**config.mk**
```make
export PLATFORM = sky130hd
export DESIGN_NAME = periodic_soft_timer_bank_top
export DESIGN_NICKNAME = d
export VERILOG_FILES = /design/src/pstb_pkg.sv /design/src/pstb_mem.sv /design/src/pstb_core.sv /design/src/periodic_soft_timer_bank_top.sv
export VERILOG_INCLUDE_DIRS = /design/src /design/src/src
export SDC_FILE = /design/constraint.sdc
export NUM_CORES = 1
export LEC_CHECK = 0
export BUFFER_PORTS_ARGS = -buffer_cell sky130_fd_sc_hd__buf_2
export CORE_ASPECT_RATIO = 0.5
export CORE_MARGIN = 1.5
export CORE_UTILIZATION = 46
export DETAILED_ROUTE_END_ITERATION = 6
export GPL_TIMING_DRIVEN = 0
export PLACE_DENSITY = 0.68
export SLEW_MARGIN = 20
export SYNTH_ARGS = -nofsm -noshare
export SYNTH_HDL_FRONTEND = slang
export SYNTH_HIERARCHICAL = 1
export SYNTH_SLANG_ARGS = --single-unit
```
**constraint.sdc**
```tcl
create_clock -name clk -period 5.1 [get_ports clk]
set_clock_uncertainty 0.2 [all_clocks]
set_input_delay 0.765 -clock clk [delete_from_list [all_inputs] [get_ports clk]]
set_output_delay 0.765 -clock clk [all_outputs]
set_load 0.02 [all_outputs]
```
**src/periodic_soft_timer_bank_top_macros.svh**
```systemverilog
// ---------------------------------------------------------------------------
// Assertion macros for the periodic soft timer bank.
// Shared helpers that wrap concurrent assertions on the block clock.
// ---------------------------------------------------------------------------
`ifndef PERIODIC_SOFT_TIMER_BANK_TOP_MACROS_SVH
`define PERIODIC_SOFT_TIMER_BANK_TOP_MACROS_SVH

// Consequent must hold in the same cycle as the antecedent.
`define PSTB_ASSERT_SAME(label, clk, rst_n, ante, cons, msg) \
	label: assert property (@(posedge clk) disable iff (!rst_n) (ante) |-> (cons)) \
		else $error(msg);

// Consequent must hold in the cycle after the antecedent.
`define PSTB_ASSERT_NEXT(label, clk, rst_n, ante, cons, msg) \
	label: assert property (@(posedge clk) disable iff (!rst_n) (ante) |=> (cons)) \
		else $error(msg);

`endif

```
**src/pstb_pkg.sv**
```systemverilog
// ---------------------------------------------------------------------------
// pstb_pkg
// Types, constants and helpers shared by the periodic soft timer bank.
// ---------------------------------------------------------------------------
package pstb_pkg;

	localparam int NUM_TIMERS_DEF = 8;
	localparam int CNT_W          = 16;
	localparam int TPM_W          = 8;
	localparam int ID_W           = 8;
	localparam int FID_W          = 6;
	localparam int OP_W           = 3;
	localparam int ST_W           = 3;

	localparam logic [CNT_W-1:0] DEFAULT_LIMIT = 16'd1000;
	localparam logic [TPM_W-1:0] TPM_RESET     = 8'd1;

	// Opcodes of an input item.
	localparam logic [OP_W-1:0] OP_TICK    = 3'd0;
	localparam logic [OP_W-1:0] OP_INIT    = 3'd1;
	localparam logic [OP_W-1:0] OP_CLAIM   = 3'd2;
	localparam logic [OP_W-1:0] OP_SETPER  = 3'd3;
	localparam logic [OP_W-1:0] OP_SETNTF  = 3'd4;
	localparam logic [OP_W-1:0] OP_UNCLAIM = 3'd5;

	// Result status codes.
	localparam logic [ST_W-1:0] ST_OK       = 3'd0;
	localparam logic [ST_W-1:0] ST_UNINIT   = 3'd1;
	localparam logic [ST_W-1:0] ST_BAD_ID   = 3'd2;
	localparam logic [ST_W-1:0] ST_CONFLICT = 3'd3;
	localparam logic [ST_W-1:0] ST_UNUSED   = 3'd4;

	// Configuration register word indexes.
	localparam logic REG_TPM = 1'b0;

	typedef enum logic [2:0] {
		S_IDLE,
		S_CMD,
		S_CMD_DONE,
		S_TK_RD,
		S_TK_EVAL,
		S_TK_END
	} state_t;

	// Control from the sequencer to the count/limit store.
	typedef struct packed {
		logic rd;
		logic cnt_we;
		logic lim_we;
		logic clear;
	} mem_ctl_t;

	function automatic int idx_width(int n);
		return (n > 1) ? $clog2(n) : 1;
	endfunction

endpackage

```
**src/pstb_mem.sv**
```systemverilog
// ---------------------------------------------------------------------------
// pstb_mem
// Count and limit store: one write address, one registered read port,
// with per-entry valid bits that stand in for the reset values.
// ---------------------------------------------------------------------------
module pstb_mem #(
	parameter int NUM_TIMERS = pstb_pkg::NUM_TIMERS_DEF
) (
	input  logic                                          clk,
	input  logic                                          arst_n,
	input  pstb_pkg::mem_ctl_t                            ctl,
	input  logic [pstb_pkg::idx_width(NUM_TIMERS)-1:0]    addr,
	input  logic [pstb_pkg::CNT_W-1:0]                    wr_cnt,
	input  logic [pstb_pkg::CNT_W-1:0]                    wr_lim,
	output logic [pstb_pkg::CNT_W-1:0]                    rd_cnt,
	output logic [pstb_pkg::CNT_W-1:0]                    rd_lim
);
	import pstb_pkg::*;

	logic [CNT_W-1:0]      cnt_mem [NUM_TIMERS];
	logic [CNT_W-1:0]      lim_mem [NUM_TIMERS];
	logic [NUM_TIMERS-1:0] cnt_vld_q;
	logic [NUM_TIMERS-1:0] lim_vld_q;
	logic [CNT_W-1:0]      rd_cnt_q;
	logic [CNT_W-1:0]      rd_lim_q;
	logic                  rd_cnt_vld_q;
	logic                  rd_lim_vld_q;

	always_ff @(posedge clk) begin
		if (ctl.cnt_we) begin
			cnt_mem[addr] <= wr_cnt;
		end
		if (ctl.lim_we) begin
			lim_mem[addr] <= wr_lim;
		end
		if (ctl.rd) begin
			rd_cnt_q <= cnt_mem[addr];
			rd_lim_q <= lim_mem[addr];
		end
	end

	always_ff @(posedge clk or negedge arst_n) begin
		if (!arst_n) begin
			cnt_vld_q    <= '0;
			lim_vld_q    <= '0;
			rd_cnt_vld_q <= 1'b0;
			rd_lim_vld_q <= 1'b0;
		end else begin
			if (ctl.clear) begin
				cnt_vld_q <= '0;
				lim_vld_q <= '0;
			end else begin
				if (ctl.cnt_we) begin
					cnt_vld_q[addr] <= 1'b1;
				end
				if (ctl.lim_we) begin
					lim_vld_q[addr] <= 1'b1;
				end
			end
			if (ctl.rd) begin
				rd_cnt_vld_q <= cnt_vld_q[addr];
				rd_lim_vld_q <= lim_vld_q[addr];
			end
		end
	end

	// An entry never written since reset or init reads as its reset value.
	assign rd_cnt = rd_cnt_vld_q ? rd_cnt_q : '0;
	assign rd_lim = rd_lim_vld_q ? rd_lim_q : DEFAULT_LIMIT;

endmodule

```
**src/pstb_core.sv**
```systemverilog
// ---------------------------------------------------------------------------
// pstb_core
// Sequencer of the timer bank: command checks, the tick walk over all
// timers with one increment/compare unit, and the result register.
// ---------------------------------------------------------------------------
`include "periodic_soft_timer_bank_top_macros.svh"

module pstb_core #(
	parameter int NUM_TIMERS = pstb_pkg::NUM_TIMERS_DEF
) (
	input  logic                                       clk,
	input  logic                                       arst_n,
	input  logic [pstb_pkg::TPM_W-1:0]                 tpm,
	// Input item.
	input  logic                                       in_vld,
	output logic                                       in_rdy,
	input  logic [pstb_pkg::OP_W-1:0]                  in_op,
	input  logic [pstb_pkg::ID_W-1:0]                  in_id,
	input  logic [pstb_pkg::CNT_W-1:0]                 in_period,
	input  logic                                       in_ntf,
	// Result item.
	output logic                                       out_vld,
	input  logic                                       out_rdy,
	output logic [pstb_pkg::ST_W-1:0]                  out_status,
	output logic                                       out_fired,
	output logic [pstb_pkg::FID_W-1:0]                 out_fid,
	output logic                                       out_last,
	// Count/limit store.
	output pstb_pkg::mem_ctl_t                         mem_ctl,
	output logic [pstb_pkg::idx_width(NUM_TIMERS)-1:0] mem_addr,
	output logic [pstb_pkg::CNT_W-1:0]                 mem_wr_cnt,
	output logic [pstb_pkg::CNT_W-1:0]                 mem_wr_lim,
	input  logic [pstb_pkg::CNT_W-1:0]                 mem_rd_cnt,
	input  logic [pstb_pkg::CNT_W-1:0]                 mem_rd_lim
);
	import pstb_pkg::*;

	localparam int IDX_W = idx_width(NUM_TIMERS);
	localparam logic [IDX_W-1:0] LAST_IDX = IDX_W'(NUM_TIMERS - 1);
	localparam logic [ID_W:0]    ID_LIMIT = (ID_W + 1)'(NUM_TIMERS);

	state_t                state_q, state_d;
	logic [OP_W-1:0]       op_q;
	logic [ID_W-1:0]       id_q;
	logic [CNT_W-1:0]      per_q;
	logic                  ntf_q;
	logic [ST_W-1:0]       status_q, status_d;
	logic [CNT_W-1:0]      prod_q;
	logic [IDX_W-1:0]      k_q;
	logic                  pend_vld_q;
	logic [FID_W-1:0]      pend_id_q;
	logic                  init_q;
	logic [NUM_TIMERS-1:0] claimed_q;
	logic [NUM_TIMERS-1:0] notify_q;
	logic                  out_vld_q;
	logic [ST_W-1:0]       out_status_q;
	logic                  out_fired_q;
	logic [FID_W-1:0]      out_fid_q;
	logic                  out_last_q;

	logic                  in_acc;
	logic                  out_free;
	logic                  load;
	logic [ST_W-1:0]       ld_status;
	logic                  ld_fired;
	logic [FID_W-1:0]      ld_fid;
	logic                  ld_last;
	logic                  k_adv;
	logic                  k_clr;
	logic                  apply_cmd;
	logic                  pend_set;
	logic                  pend_clr;
	logic [IDX_W-1:0]      id_idx;
	logic [CNT_W-1:0]      cnt_inc;
	logic                  fire;
	logic                  report;
	logic                  in_walk;

	assign in_rdy   = (state_q == S_IDLE);
	assign in_acc   = in_vld && in_rdy;
	assign out_free = !out_vld_q || out_rdy;
	assign id_idx   = id_q[IDX_W-1:0];
	assign in_walk  = (state_q == S_TK_RD || state_q == S_TK_EVAL || state_q == S_TK_END);

	// The shared unit: increment and limit compare of the timer under walk.
	assign cnt_inc = mem_rd_cnt + CNT_W'(1);
	assign fire    = (cnt_inc >= mem_rd_lim);
	assign report  = fire && notify_q[k_q];

	// Command checks, in priority order.
	always_comb begin
		status_d = ST_OK;
		if (op_q == OP_CLAIM || op_q == OP_SETPER || op_q == OP_SETNTF ||
			op_q == OP_UNCLAIM) begin
			if (!init_q) begin
				status_d = ST_UNINIT;
			end else if ({1'b0, id_q} >= ID_LIMIT) begin
				status_d = ST_BAD_ID;
			end else if (op_q == OP_CLAIM) begin
				status_d = claimed_q[id_idx] ? ST_CONFLICT : ST_OK;
			end else begin
				status_d = claimed_q[id_idx] ? ST_OK : ST_UNUSED;
			end
		end
	end

	// Next state and control.
	always_comb begin
		state_d    = state_q;
		load       = 1'b0;
		ld_status  = ST_OK;
		ld_fired   = 1'b0;
		ld_fid     = '0;
		ld_last    = 1'b1;
		k_adv      = 1'b0;
		k_clr      = 1'b0;
		apply_cmd  = 1'b0;
		pend_set   = 1'b0;
		pend_clr   = 1'b0;
		mem_ctl    = '0;
		mem_addr   = id_idx;
		mem_wr_cnt = '0;
		mem_wr_lim = prod_q;
		unique case (state_q)
			S_IDLE: begin
				if (in_acc) begin
					k_clr   = 1'b1;
					state_d = (in_op == OP_TICK) ? S_TK_RD : S_CMD;
				end
			end
			S_CMD: begin
				state_d = S_CMD_DONE;
			end
			S_CMD_DONE: begin
				if (out_free) begin
					load      = 1'b1;
					ld_status = status_q;
					apply_cmd = (status_q == ST_OK);
					if (status_q == ST_OK) begin
						case (op_q) inside
							OP_INIT: mem_ctl.clear = 1'b1;
							OP_CLAIM, OP_SETPER: mem_ctl.lim_we = 1'b1;
							OP_UNCLAIM: mem_ctl.cnt_we = 1'b1;
							default: ;
						endcase
					end
					state_d = S_IDLE;
				end
			end
			S_TK_RD: begin
				mem_addr = k_q;
				if (claimed_q[k_q]) begin
					mem_ctl.rd = 1'b1;
					state_d    = S_TK_EVAL;
				end else if (k_q == LAST_IDX) begin
					state_d = S_TK_END;
				end else begin
					k_adv = 1'b1;
				end
			end
			S_TK_EVAL: begin
				mem_addr   = k_q;
				mem_wr_cnt = fire ? '0 : cnt_inc;
				// A second report pushes the held one out with last clear.
				if (!(report && pend_vld_q && !out_free)) begin
					mem_ctl.cnt_we = 1'b1;
					if (report) begin
						pend_set = 1'b1;
						if (pend_vld_q) begin
							load     = 1'b1;
							ld_fired = 1'b1;
							ld_fid   = pend_id_q;
							ld_last  = 1'b0;
						end
					end
					if (k_q == LAST_IDX) begin
						state_d = S_TK_END;
					end else begin
						k_adv   = 1'b1;
						state_d = S_TK_RD;
					end
				end
			end
			S_TK_END: begin
				if (out_free) begin
					load     = 1'b1;
					ld_fired = pend_vld_q;
					ld_fid   = pend_vld_q ? pend_id_q : '0;
					pend_clr = 1'b1;
					state_d  = S_IDLE;
				end
			end
			default: state_d = S_IDLE;
		endcase
	end

	always_ff @(posedge clk or negedge arst_n) begin
		if (!arst_n) begin
			state_q <= S_IDLE;
		end else begin
			state_q <= state_d;
		end
	end

	// Item fields and command scratch.
	always_ff @(posedge clk) begin
		if (in_acc) begin
			op_q  <= in_op;
			id_q  <= in_id;
			per_q <= in_period;
			ntf_q <= in_ntf;
		end
		if (state_q == S_CMD) begin
			status_q <= status_d;
			prod_q   <= CNT_W'(per_q * tpm);
		end
		if (pend_set) begin
			pend_id_q <= FID_W'(k_q);
		end
	end

	always_ff @(posedge clk or negedge arst_n) begin
		if (!arst_n) begin
			init_q     <= 1'b0;
			claimed_q  <= '0;
			notify_q   <= '0;
			k_q        <= '0;
			pend_vld_q <= 1'b0;
		end else begin
			if (k_clr) begin
				k_q <= '0;
			end else if (k_adv) begin
				k_q <= k_q + IDX_W'(1);
			end
			if (pend_set) begin
				pend_vld_q <= 1'b1;
			end else if (pend_clr) begin
				pend_vld_q <= 1'b0;
			end
			if (apply_cmd) begin
				case (op_q)
					OP_INIT: begin
						init_q    <= 1'b1;
						claimed_q <= '0;
						notify_q  <= '0;
					end
					OP_CLAIM: claimed_q[id_idx] <= 1'b1;
					OP_SETNTF: notify_q[id_idx] <= ntf_q;
					OP_UNCLAIM: begin
						claimed_q[id_idx] <= 1'b0;
						notify_q[id_idx]  <= 1'b0;
					end
					default: ;
				endcase
			end
		end
	end

	// Result register.
	always_ff @(posedge clk or negedge arst_n) begin
		if (!arst_n) begin
			out_vld_q <= 1'b0;
		end else if (load) begin
			out_vld_q <= 1'b1;
		end else if (out_rdy) begin
			out_vld_q <= 1'b0;
		end
	end

	always_ff @(posedge clk) begin
		if (load) begin
			out_status_q <= ld_status;
			out_fired_q  <= ld_fired;
			out_fid_q    <= ld_fid;
			out_last_q   <= ld_last;
		end
	end

	assign out_vld    = out_vld_q;
	assign out_status = out_status_q;
	assign out_fired  = out_fired_q;
	assign out_fid    = out_fid_q;
	assign out_last   = out_last_q;

	`PSTB_ASSERT_SAME(a_no_overwrite, clk, arst_n, load, out_free, "result register overwritten")
	`PSTB_ASSERT_SAME(a_pend_in_tick, clk, arst_n, pend_vld_q, in_walk, "held report outside walk")
	`PSTB_ASSERT_SAME(a_k_range, clk, arst_n, 1'b1, ({1'b0, k_q} <= {1'b0, LAST_IDX}), "bad index")
	`PSTB_ASSERT_NEXT(a_busy_after_acc, clk, arst_n, in_acc, !in_rdy, "ready right after accept")

endmodule

```
**src/periodic_soft_timer_bank_top.sv**
```systemverilog
// ---------------------------------------------------------------------------
// periodic_soft_timer_bank_top
// Bank of periodic timers driven by a base tick, with command channel,
// result channel and one configuration register.
// ---------------------------------------------------------------------------
// The bank takes one item at a time on the slave stream and answers on the
// master stream. A command (init, claim, set period, set notify, unclaim or
// an unused opcode) goes from acceptance to its single status result in
// order: accept, then the checks and the period times ticks_per_ms
// product, then apply it and load the result register. A tick walks the
// timers in id order through one increment and compare unit fed by the
// single read port of the count/limit store: an unclaimed timer is
// skipped, a claimed one is read and then evaluated, and a closing step
// loads the final result. A tick gives one result per reporting timer in
// ascending id order, the last one flagged by tlast, or one empty result
// when nothing reports. Back-pressure on the master side stalls the walk
// only when a second report is ready while an earlier one is still held
// and the result register is full; a command result and the final result
// of a tick likewise wait until the result register is free.
// There is no clearing pass after reset; counts and limits read as 0 and
// 1000 until written.
// ---------------------------------------------------------------------------
module periodic_soft_timer_bank_top #(
	parameter int NUM_TIMERS = pstb_pkg::NUM_TIMERS_DEF
) (
	input  logic        clk,
	input  logic        arst_n,
	// Input item: tdata = timer_id[7:0], period[23:8], notify_enable[24].
	input  logic        s_tvalid,
	output logic        s_tready,
	input  logic [31:0] s_tdata,
	// tuser = opcode[2:0].
	input  logic [2:0]  s_tuser,
	// Result item: tdata = status[2:0], fired[3], fired_id[9:4].
	output logic        m_tvalid,
	input  logic        m_tready,
	output logic [15:0] m_tdata,
	output logic        m_tlast,
	// Configuration port.
	input  logic        psel,
	input  logic        penable,
	input  logic        pwrite,
	input  logic [2:0]  paddr,
	input  logic [31:0] pwdata,
	output logic [31:0] prdata,
	output logic        pready
);
	import pstb_pkg::*;

	localparam int IDX_W = idx_width(NUM_TIMERS);

	logic [TPM_W-1:0] tpm_q;
	logic             reg_sel;
	logic [ST_W-1:0]  res_status;
	logic             res_fired;
	logic [FID_W-1:0] res_fid;
	mem_ctl_t         mem_ctl;
	logic [IDX_W-1:0] mem_addr;
	logic [CNT_W-1:0] mem_wr_cnt;
	logic [CNT_W-1:0] mem_wr_lim;
	logic [CNT_W-1:0] mem_rd_cnt;
	logic [CNT_W-1:0] mem_rd_lim;

	// Word index of the register lies in paddr[2]; the byte offset is ignored.
	assign reg_sel = (paddr[2] == REG_TPM);
	assign pready  = 1'b1;
	assign prdata  = reg_sel ? {24'd0, tpm_q} : 32'd0;

	always_ff @(posedge clk or negedge arst_n) begin
		if (!arst_n) begin
			tpm_q <= TPM_RESET;
		end else if (psel && penable && pwrite && pready && reg_sel) begin
			tpm_q <= pwdata[TPM_W-1:0];
		end
	end

	pstb_core #(
		.NUM_TIMERS(NUM_TIMERS)
	) u_core (
		.clk        (clk),
		.arst_n     (arst_n),
		.tpm        (tpm_q),
		.in_vld     (s_tvalid),
		.in_rdy     (s_tready),
		.in_op      (s_tuser),
		.in_id      (s_tdata[7:0]),
		.in_period  (s_tdata[23:8]),
		.in_ntf     (s_tdata[24]),
		.out_vld    (m_tvalid),
		.out_rdy    (m_tready),
		.out_status (res_status),
		.out_fired  (res_fired),
		.out_fid    (res_fid),
		.out_last   (m_tlast),
		.mem_ctl    (mem_ctl),
		.mem_addr   (mem_addr),
		.mem_wr_cnt (mem_wr_cnt),
		.mem_wr_lim (mem_wr_lim),
		.mem_rd_cnt (mem_rd_cnt),
		.mem_rd_lim (mem_rd_lim)
	);

	pstb_mem #(
		.NUM_TIMERS(NUM_TIMERS)
	) u_mem (
		.clk    (clk),
		.arst_n (arst_n),
		.ctl    (mem_ctl),
		.addr   (mem_addr),
		.wr_cnt (mem_wr_cnt),
		.wr_lim (mem_wr_lim),
		.rd_cnt (mem_rd_cnt),
		.rd_lim (mem_rd_lim)
	);

	assign m_tdata = {6'd0, res_fid, res_fired, res_status};

endmodule

```
==> results.md, run 1 <==
- Outcome: finished clean
- Tcrit/Tclk final: a little over nine tenths
- Largest net degree at the start of global routing: 52
- CTS tree: done
- Post-DP HPWL: 30.59 mm
- Area share of the largest cell type after synthesis: 53.05%
- Via/cell ratio: 5.483
- Placed Area: 0.02093 mm^2
- Reg2reg path depth: 16
- Cell accounting for the most synthesized area: edfxtp_1
- Layout cells sized above 1: just over 20%
- Total track usage: a little over a fifth
- WL/cell: 20.91 um
- Seq/Total Area, Yosys: roughly three fifths
- RR Endpoint: u_core/mem_wr_lim[14]$_DFFE_PP_
- First-pass GRT wire length: around 70 mm
- Least-Margin Pin Slew: 1.111 ns
- Startpoint Class: register
- Die H: 148.9 um
- Commonest cells in the netlist: edfxtp_1 (346), inv_1 (113), nand2_1 (108)
- Final min period: roughly 4.9 ns
- Area Growth Syn to Fin: 15.47%
- Reg clk slew, reported paths: ~0.070 ns
- CP Capture Type: register
- Slew HR: 25.96%
- Initial Utilization: 46.65%
- Leak: 8.726 nW
- WL final: 46.49 mm
- Power per cell area: 648.7 mW/mm^2
- Critical path arrival: 5.00 ns
- Max VDD drop: 451.1 uV
- Overflow left after global routing: 0
- Max Cap Viol: 0
- Async SR Flop Fraction: 12.85%
- Syn Area/Cell: 13.46 um^2
- Final ANT Viol Nets: 0
- Starting DRC count in detailed routing: approximately 1.2k
- Die ar.: 0.04390 mm^2
- Via count: 12.19k
- Slew Limit Fails: 0
- Clock buffer depth: 3
- H-tree depth: 2
- Mapped Area: 0.01958 mm^2
- Core Rows: 53
- Hold Crit Class: in2async
- Fmax achieved: 203.6 MHz
- CTS Root Cell: clkbuf_16
- Core Util, Final: a little over half
- CP Class: reg2reg
- CORE AREA: 0.04198 mm^2
- Final #Nets: 1,801
- Post-synth EDFFs: 346
- Synth Instances: between 1k and 1.5k
- YS warnings: 6
- CTS Buf Count: 38
- TritonRoute pass-1 iters: 5
- Worst Path Max Fanout: 10
- Clk_lat worst skew: 0.54 ns
- Worst reg2reg startpoint: tpm_q[2]$_DFFE_PN0P_
- Initial antenna violation count: 1
- RePlAce Congestion: 0.8953
- Ports: 129
- IO buf count: between 60 and 70
- Ys flop type: edfxtp_1
- Hold buffers post-CTS: 0
- Worst reg2reg setup slack: 0.19 ns
- DRC: 0
- Vias in the first global route: 11.87k
- Setup violations, final: 0
- Worst Path Required: between 5 and 6 ns
- Seq cells post-synth: 397
- Synth area leaders: edfxtp_1 (53%), dfrtp_1 (6.4%), fa_1 (6.1%)
- Hold Violations, Final: 0
- Most instantiated library cell after synthesis: edfxtp_1
- Die X: 294.8 um
- Clock sinks: about 400
- Post-route cell area: approximately 0.023 mm^2
- Count of different cell masters after synthesis: between 60 and 70
- N_diodes: 0
-- per-layer routing --
layer  share of wire (%)  GRT usage [%]  vias to the layer above
met5                   0              0                        -
met3                 8.6          4.380                       91
li1                    -              -                     5494
met1                  43          29.72                     6042
met2                  46          33.95                      562
met4                 2.7          6.443                        0
-- sequential cells by signal (all words and copies together), names as in the netlist, 16 cells and up --
signal / flops
u_core/mem_wr_lim: 16
u_mem/rd_cnt_q: 16
u_mem/rd_lim_q: 16
u_mem/lim_mem: 128
u_mem/cnt_mem: 128
u_core/per_q: 16
-- power by group --
group | total, mW | internal, mW | switching, mW
Clock | 2.82 | 1.61 | 1.21
Sequential | 4.80 | 4.42 | 0.374
Combinational | 7.05 | 2.90 | 4.15
-- worst max-delay path: stages, from the launching register on --
cell and delay (ns):
dfrtp_2 0.46, clkbuf_4 0.22, and2_1 0.16, ha_1 0.21, fa_1 0.49, ha_1 0.30
inv_1 0.05, fa_1 0.61, inv_1 0.06, ha_1 0.29, a21o_1 0.19, a21oi_2 0.16
nor2b_1 0.07, or4_1 0.44, a41o_1 0.28, o41a_1 0.33, xor2_1 0.14
-- kinds of logic after synthesis --
family                     share of synthesized area (%)
buffers and inverters                              5.034
muxes                                              6.338
DFF                                                59.58
and+or+nand+nor                                    10.98
adders and majority gates                          9.008
xor gates and xnor gates                           1.744
AOI/OAI and AO/OA                                  7.264
other                                            0.05750
-- how the worst max path moves through the flow --
stage,start,end,cells past startpoint
6_report,tpm_q[2]$_DFFE_PN0P_,u_core/mem_wr_lim[14]$_DFFE_PP_,16
5_1_grt,u_core/per_q[1]$_DFFE_PP_,u_core/mem_wr_lim[14]$_DFFE_PP_,12
4_1_cts,u_mem/rd_cnt_vld_q$_DFFE_PN0P_,u_mem/cnt_mem[4][4]$_DFFE_PP_,19
3_5_place_dp,u_mem/rd_cnt_vld_q$_DFFE_PN0P_,u_mem/cnt_mem[3][4]$_DFFE_PP_,18
3_3_place_gp,u_mem/rd_cnt_vld_q$_DFFE_PN0P_,u_mem/cnt_mem[3][4]$_DFFE_PP_,18
2_1_floorplan,tpm_q[4]$_DFFE_PN0P_,u_core/mem_wr_lim[14]$_DFFE_PP_,15
-- cells in the final DEF, fill, tap and decap left out, types with 14 or more instances in the layout --
master and instances:
edfxtp_1 346, inv_1 113, nand2_1 107, and2_1 93, nor2_1 79, buf_2 77
buf_4 68, fa_1 60, o21ai_0 48, ha_1 45, dfrtp_1 43, clkbuf_16 39
a21oi_1 36, a221oi_1 35, conb_1 34, mux2i_1 28, mux2_2 27, xnor2_1 27
clkbuf_1 26, mux4_2 21, and3_1 18, nand2b_1 15, o22ai_1 14
-- layout make-up --
cell class,count,area [um^2]
fillers,3411,19360
flip-flops and latches,397,11680
multi-input cells,882,7243
clock buffers,45,998.5
repair buffers,100,782.0
well taps,577,721.9
plain buffers,86,538.0
inverters,114,427.9
clock inverters,22,226.5
-- per-stage QoR --
| stage | hold WS [ns] | worst slack (ns) | cells | TNS, ns | total power, mW |
|---|---|---|---|---|---|
| global placement | 0.2729 | -1.688 | 2124 | -243.61 | 11.52 |
| global route | 0.1167 | -0.005108 | 2223 | -0.005108 | 15.64 |
| finish | 0.08016 | 0.1890 | 2223 | 0 | 14.67 |
| CTS | 0.08547 | 0.01187 | 2207 | 0 | 14.57 |
| detailed placement | 0.2797 | -0.8924 | 2129 | -155.27 | 11.69 |
| floorplan | 0.2434 | 0.2517 | 1486 | 0 | 9.743 |
-- what timing repair did --
action	4_1_cts	5_1_grt
buffers inserted	16	18
hold endpoints to repair	0	0
setup endpoints to repair	256	210
gates resized for setup	13	24
gates cloned	0	0
pin swaps	7	4
Note: power is estimated with default switching activity, not from simulation.
==> run 2: changes to the inputs <==
- ABC_AREA: default -> 1
- BUFFER_PORTS_ARGS: -buffer_cell sky130_fd_sc_hd__buf_2 -> -buffer_cell sky130_fd_sc_hd__clkbuf_2
- GPL_TIMING_DRIVEN: 0 -> default
==> run 2 against run 1 <==
  * Sequential power shrank 3%
  * Maximum frequency rose by 4.3%
  * Wire length fell by 9.0%
  * Non-clock buffer count shrank 91
  * Critical endpoint is now u_core/mem_wr_lim[13]$_DFFE_PP_
  * Largest power group unchanged
==> results.md, run 2 <==
- N_diodes: 0 (unchanged)
- Highest-delay cell along the critical path: dfrtp_1
- Most instantiated library cell after synthesis: nand2_1
- CORE AREA: 0.04371 mm^2 (+4.1%)
- Clock sinks: 397 (unchanged)
- Hold Crit Class: in2async
- Area Growth Syn to Fin: 10.01%
- Setup WS post-layout: 0.3933 ns (+0.2043 ns)
- CTS Root Cell: clkbuf_16
- Worst Path Max Fanout: 10 (unchanged)
- Via count: 13.50k (+11%)
- Clk_lat worst skew: 0.54 ns (about the same)
- DRC: 0 (unchanged)
- Max VDD drop: 310.3 uV (-31%)
- Hold WS: 0.1339 ns (+0.05373 ns)
- Slew Limit Fails: 0 (unchanged)
- H-tree depth: 2 (unchanged)
- Leak: 10.30 nW (+18%)
- WP buf/inv: 4 (+1)
- Final #Nets: 2,325 (+29%)
- CP delay by family, top: adder cells
- Final min period: 4.707 ns (-0.2043 ns)
- Syn Area/Cell: 9.793 um^2 (-27%)
- Commonest cells after routing, fill and taps aside: nand2_1 (723), edfxtp_1 (346), inv_1 (321)
- Fmax achieved: 212.5 MHz (+4.3%)
- Filler Cell Count: 3,873 (+14%)
- RePlAce Congestion: 0.8837 (-1.3%)
- Synth Instances: 2,089 (+44%)
- Clock buffer depth: 3 (unchanged)
- Vias in the first global route: 13.03k (+9.8%)
- CTS tree: done
- TritonRoute pass-1 iters: 5 (unchanged)
- Crit-path cells: buf_4, nand2_1, fa_1, inv_1, fa_1, fa_1, inv_1, fa_1, inv_1, ha_1, nand2_1, o21ai_0, a21oi_1, nor2_1, o21ai_0, nand2_1, xor2_1
- Critical path arrival: 4.77 ns (-0.23 ns)
- Setup TNS: 0 ns (unchanged)
- CTS Buf Count: 38 (unchanged)
- Mapped Area: 0.02046 mm^2 (+4.5%)
- Power per cell area: 537.8 mW/mm^2 (-17%)
- Count of different cell masters after synthesis: 52 (-22%)
- Final ANT Viol Nets: 0 (unchanged)
- Seq/Total Area, Yosys: 57.03% (-2.5 points)
- Layout cells sized above 1: 8.802% (-11 points)
- Most numerous cell on the critical path: fa_1
- Async SR Flop Fraction: 12.85% (unchanged)
- Tcrit/Tclk final: 92.29% (-4.0 points)
- Setup violations, final: 0 (unchanged)
- First-pass GRT wire length: 68.56 mm (-1.9%)
- Startpoint Class: register
- Max Cap Viol: 0 (unchanged)
- WL/cell: 15.33 um (-27%)
- Total track usage: 18.82% (-2.5 points)
- Overflow left after global routing: 0 (unchanged)
- YS warnings: 6 (unchanged)
- Post-DP HPWL: 27.36 mm (-11%)
- Die X: 301.2 um (+2.2%)
- WL final: 42.29 mm (-9.0%)
- Hold Violations, Final: 0 (unchanged)
- Slowest stage delay, CP: 0.54 ns (-0.07 ns)
- Initial Utilization: 46.80% (+0.15 points)
- Reg clk slew, reported paths: 0.07 ns (about the same)
- Slew HR: 24.85% (-1.1 points)
- RSZ-0062 raised after global routing: no
- DP Worst Slack: 0.2650 ns (+1.157 ns)
- Starting DRC count in detailed routing: 914 (-25%)
- Cell accounting for the most synthesized area: edfxtp_1
- Via/cell ratio: 4.895 (-11%)
- IO buf count: 61 (unchanged)
- Worst Path Required: 5.17 ns (-0.02 ns)
- PostCTS Resize Cnt: 0 (-13)
- Commonest cells in the netlist: nand2_1 (723), edfxtp_1 (346), inv_1 (321)
- Post-CTS Setup Inserts: 0 (-16)
- Post-synth EDFFs: 346 (unchanged)
- CP Capture Type: register
- Ys flop type: edfxtp_1
- Commonest non-fill, non-tap cell in the layout: nand2_1
- Multi-input gate area: 0.007030 mm^2 (-2.9%)
- Least-Margin Pin Slew: 1.125 ns (+0.01386 ns)
- Initial antenna violation count: 0 (-1)
- Area share of the largest cell type after synthesis: 50.79% (-2.3 points)
- Largest registers: u_mem/cnt_mem (128), u_mem/lim_mem (128)
- Core Util, Final: 51.49% (-2.4 points)
- Outcome: finished clean
- Die H: 152.1 um (+2.2%)
- Seq cells post-synth: 397 (unchanged)
- Reg area: 0.01167 mm^2 (about the same)
- Hold buffers post-CTS: 0 (unchanged)
- Core Rows: 54 (+1.9%)
- Largest net degree at the start of global routing: 69 (+33%)
- Die ar.: 0.04583 mm^2 (+4.4%)
- Synth area leaders: edfxtp_1 (51%), nand2_1 (13%), dfrtp_1 (6.1%)
- Ports: 129 (unchanged)
- CP Class: reg2reg
==> run 2: layout make-up <==
| class | instances | share of cell area (%) |
|---|---|---|
| clock buffer | 50 | 4.520 |
| clock inverter | 17 | 0.7005 |
| inverter | 328 | 5.493 |
| multi-input combinational | 1283 | 31.24 |
| sequential | 397 | 51.85 |
| tap | 588 | 3.269 |
| timing repair buffer | 95 | 2.935 |
==> run 2: report_power, final <==
| part | total (mW) | leakage, nW | switching [mW] | internal, mW |
|---|---|---|---|---|
| clock | 2.73 | 0.559 | 1.18 | 1.56 |
| combinational | 4.73 | 5.83 | 3.11 | 1.62 |
| sequential | 4.65 | 3.91 | 0.387 | 4.26 |
==> run 2: worst paths after layout <==
kind,to,startpoint,depth (start not counted),slack (ns)
worst max register to register,u_core/mem_wr_lim[13]$_DFFE_PP_,tpm_q[2]$_DFFE_PN0P_,17,0.39
min in group clk,u_core/per_q[10]$_DFFE_PP_,s_tdata[18],1,0.22
max in group asynchronous,tpm_q[4]$_DFFE_PN0P_,arst_n,2,4.03
worst max-delay path,u_core/mem_wr_lim[13]$_DFFE_PP_,tpm_q[2]$_DFFE_PN0P_,17,0.39
worst min register to register,u_core/init_q$_DFFE_PN0P_,u_core/init_q$_DFFE_PN0P_,2,0.30
worst min-delay path,u_mem/rd_lim_vld_q$_DFFE_PN0P_,arst_n,2,0.13
==> run 2: metal layers <==
layer	GRT usage, %	up-vias	wire, um
met5	0	-	0
met4	3.996	0	773
met3	2.846	63	2336
met2	31.74	351	20460
met1	25.86	6405	18720
li1	-	6682	-
==> run 2: cells by family (layout without fill, tap and decap cells) <==
group / count (synthesis) / count (layout) / synth area share (%)
fa+ha+maj: 105 / 105 / 8.623
buf+inv: 440 / 490 / 9.363
flops: 397 / 397 / 57.03
xor+xnor: 27 / 27 / 1.156
other cells: 3 / 34 / 0.05504
simple gates: 918 / 918 / 18.44
compound gates: 199 / 199 / 5.333
==> run 2: through the flow <==
step,total power [mW],cell area (um^2),std cells
final,12.10,22510,2758
after global routing,13.08,22510,2758
after CTS,12.20,22510,2758
after detailed placement,9.442,21330,2691
after global placement,9.329,21330,2691
after floorplan,8.267,20570,2120
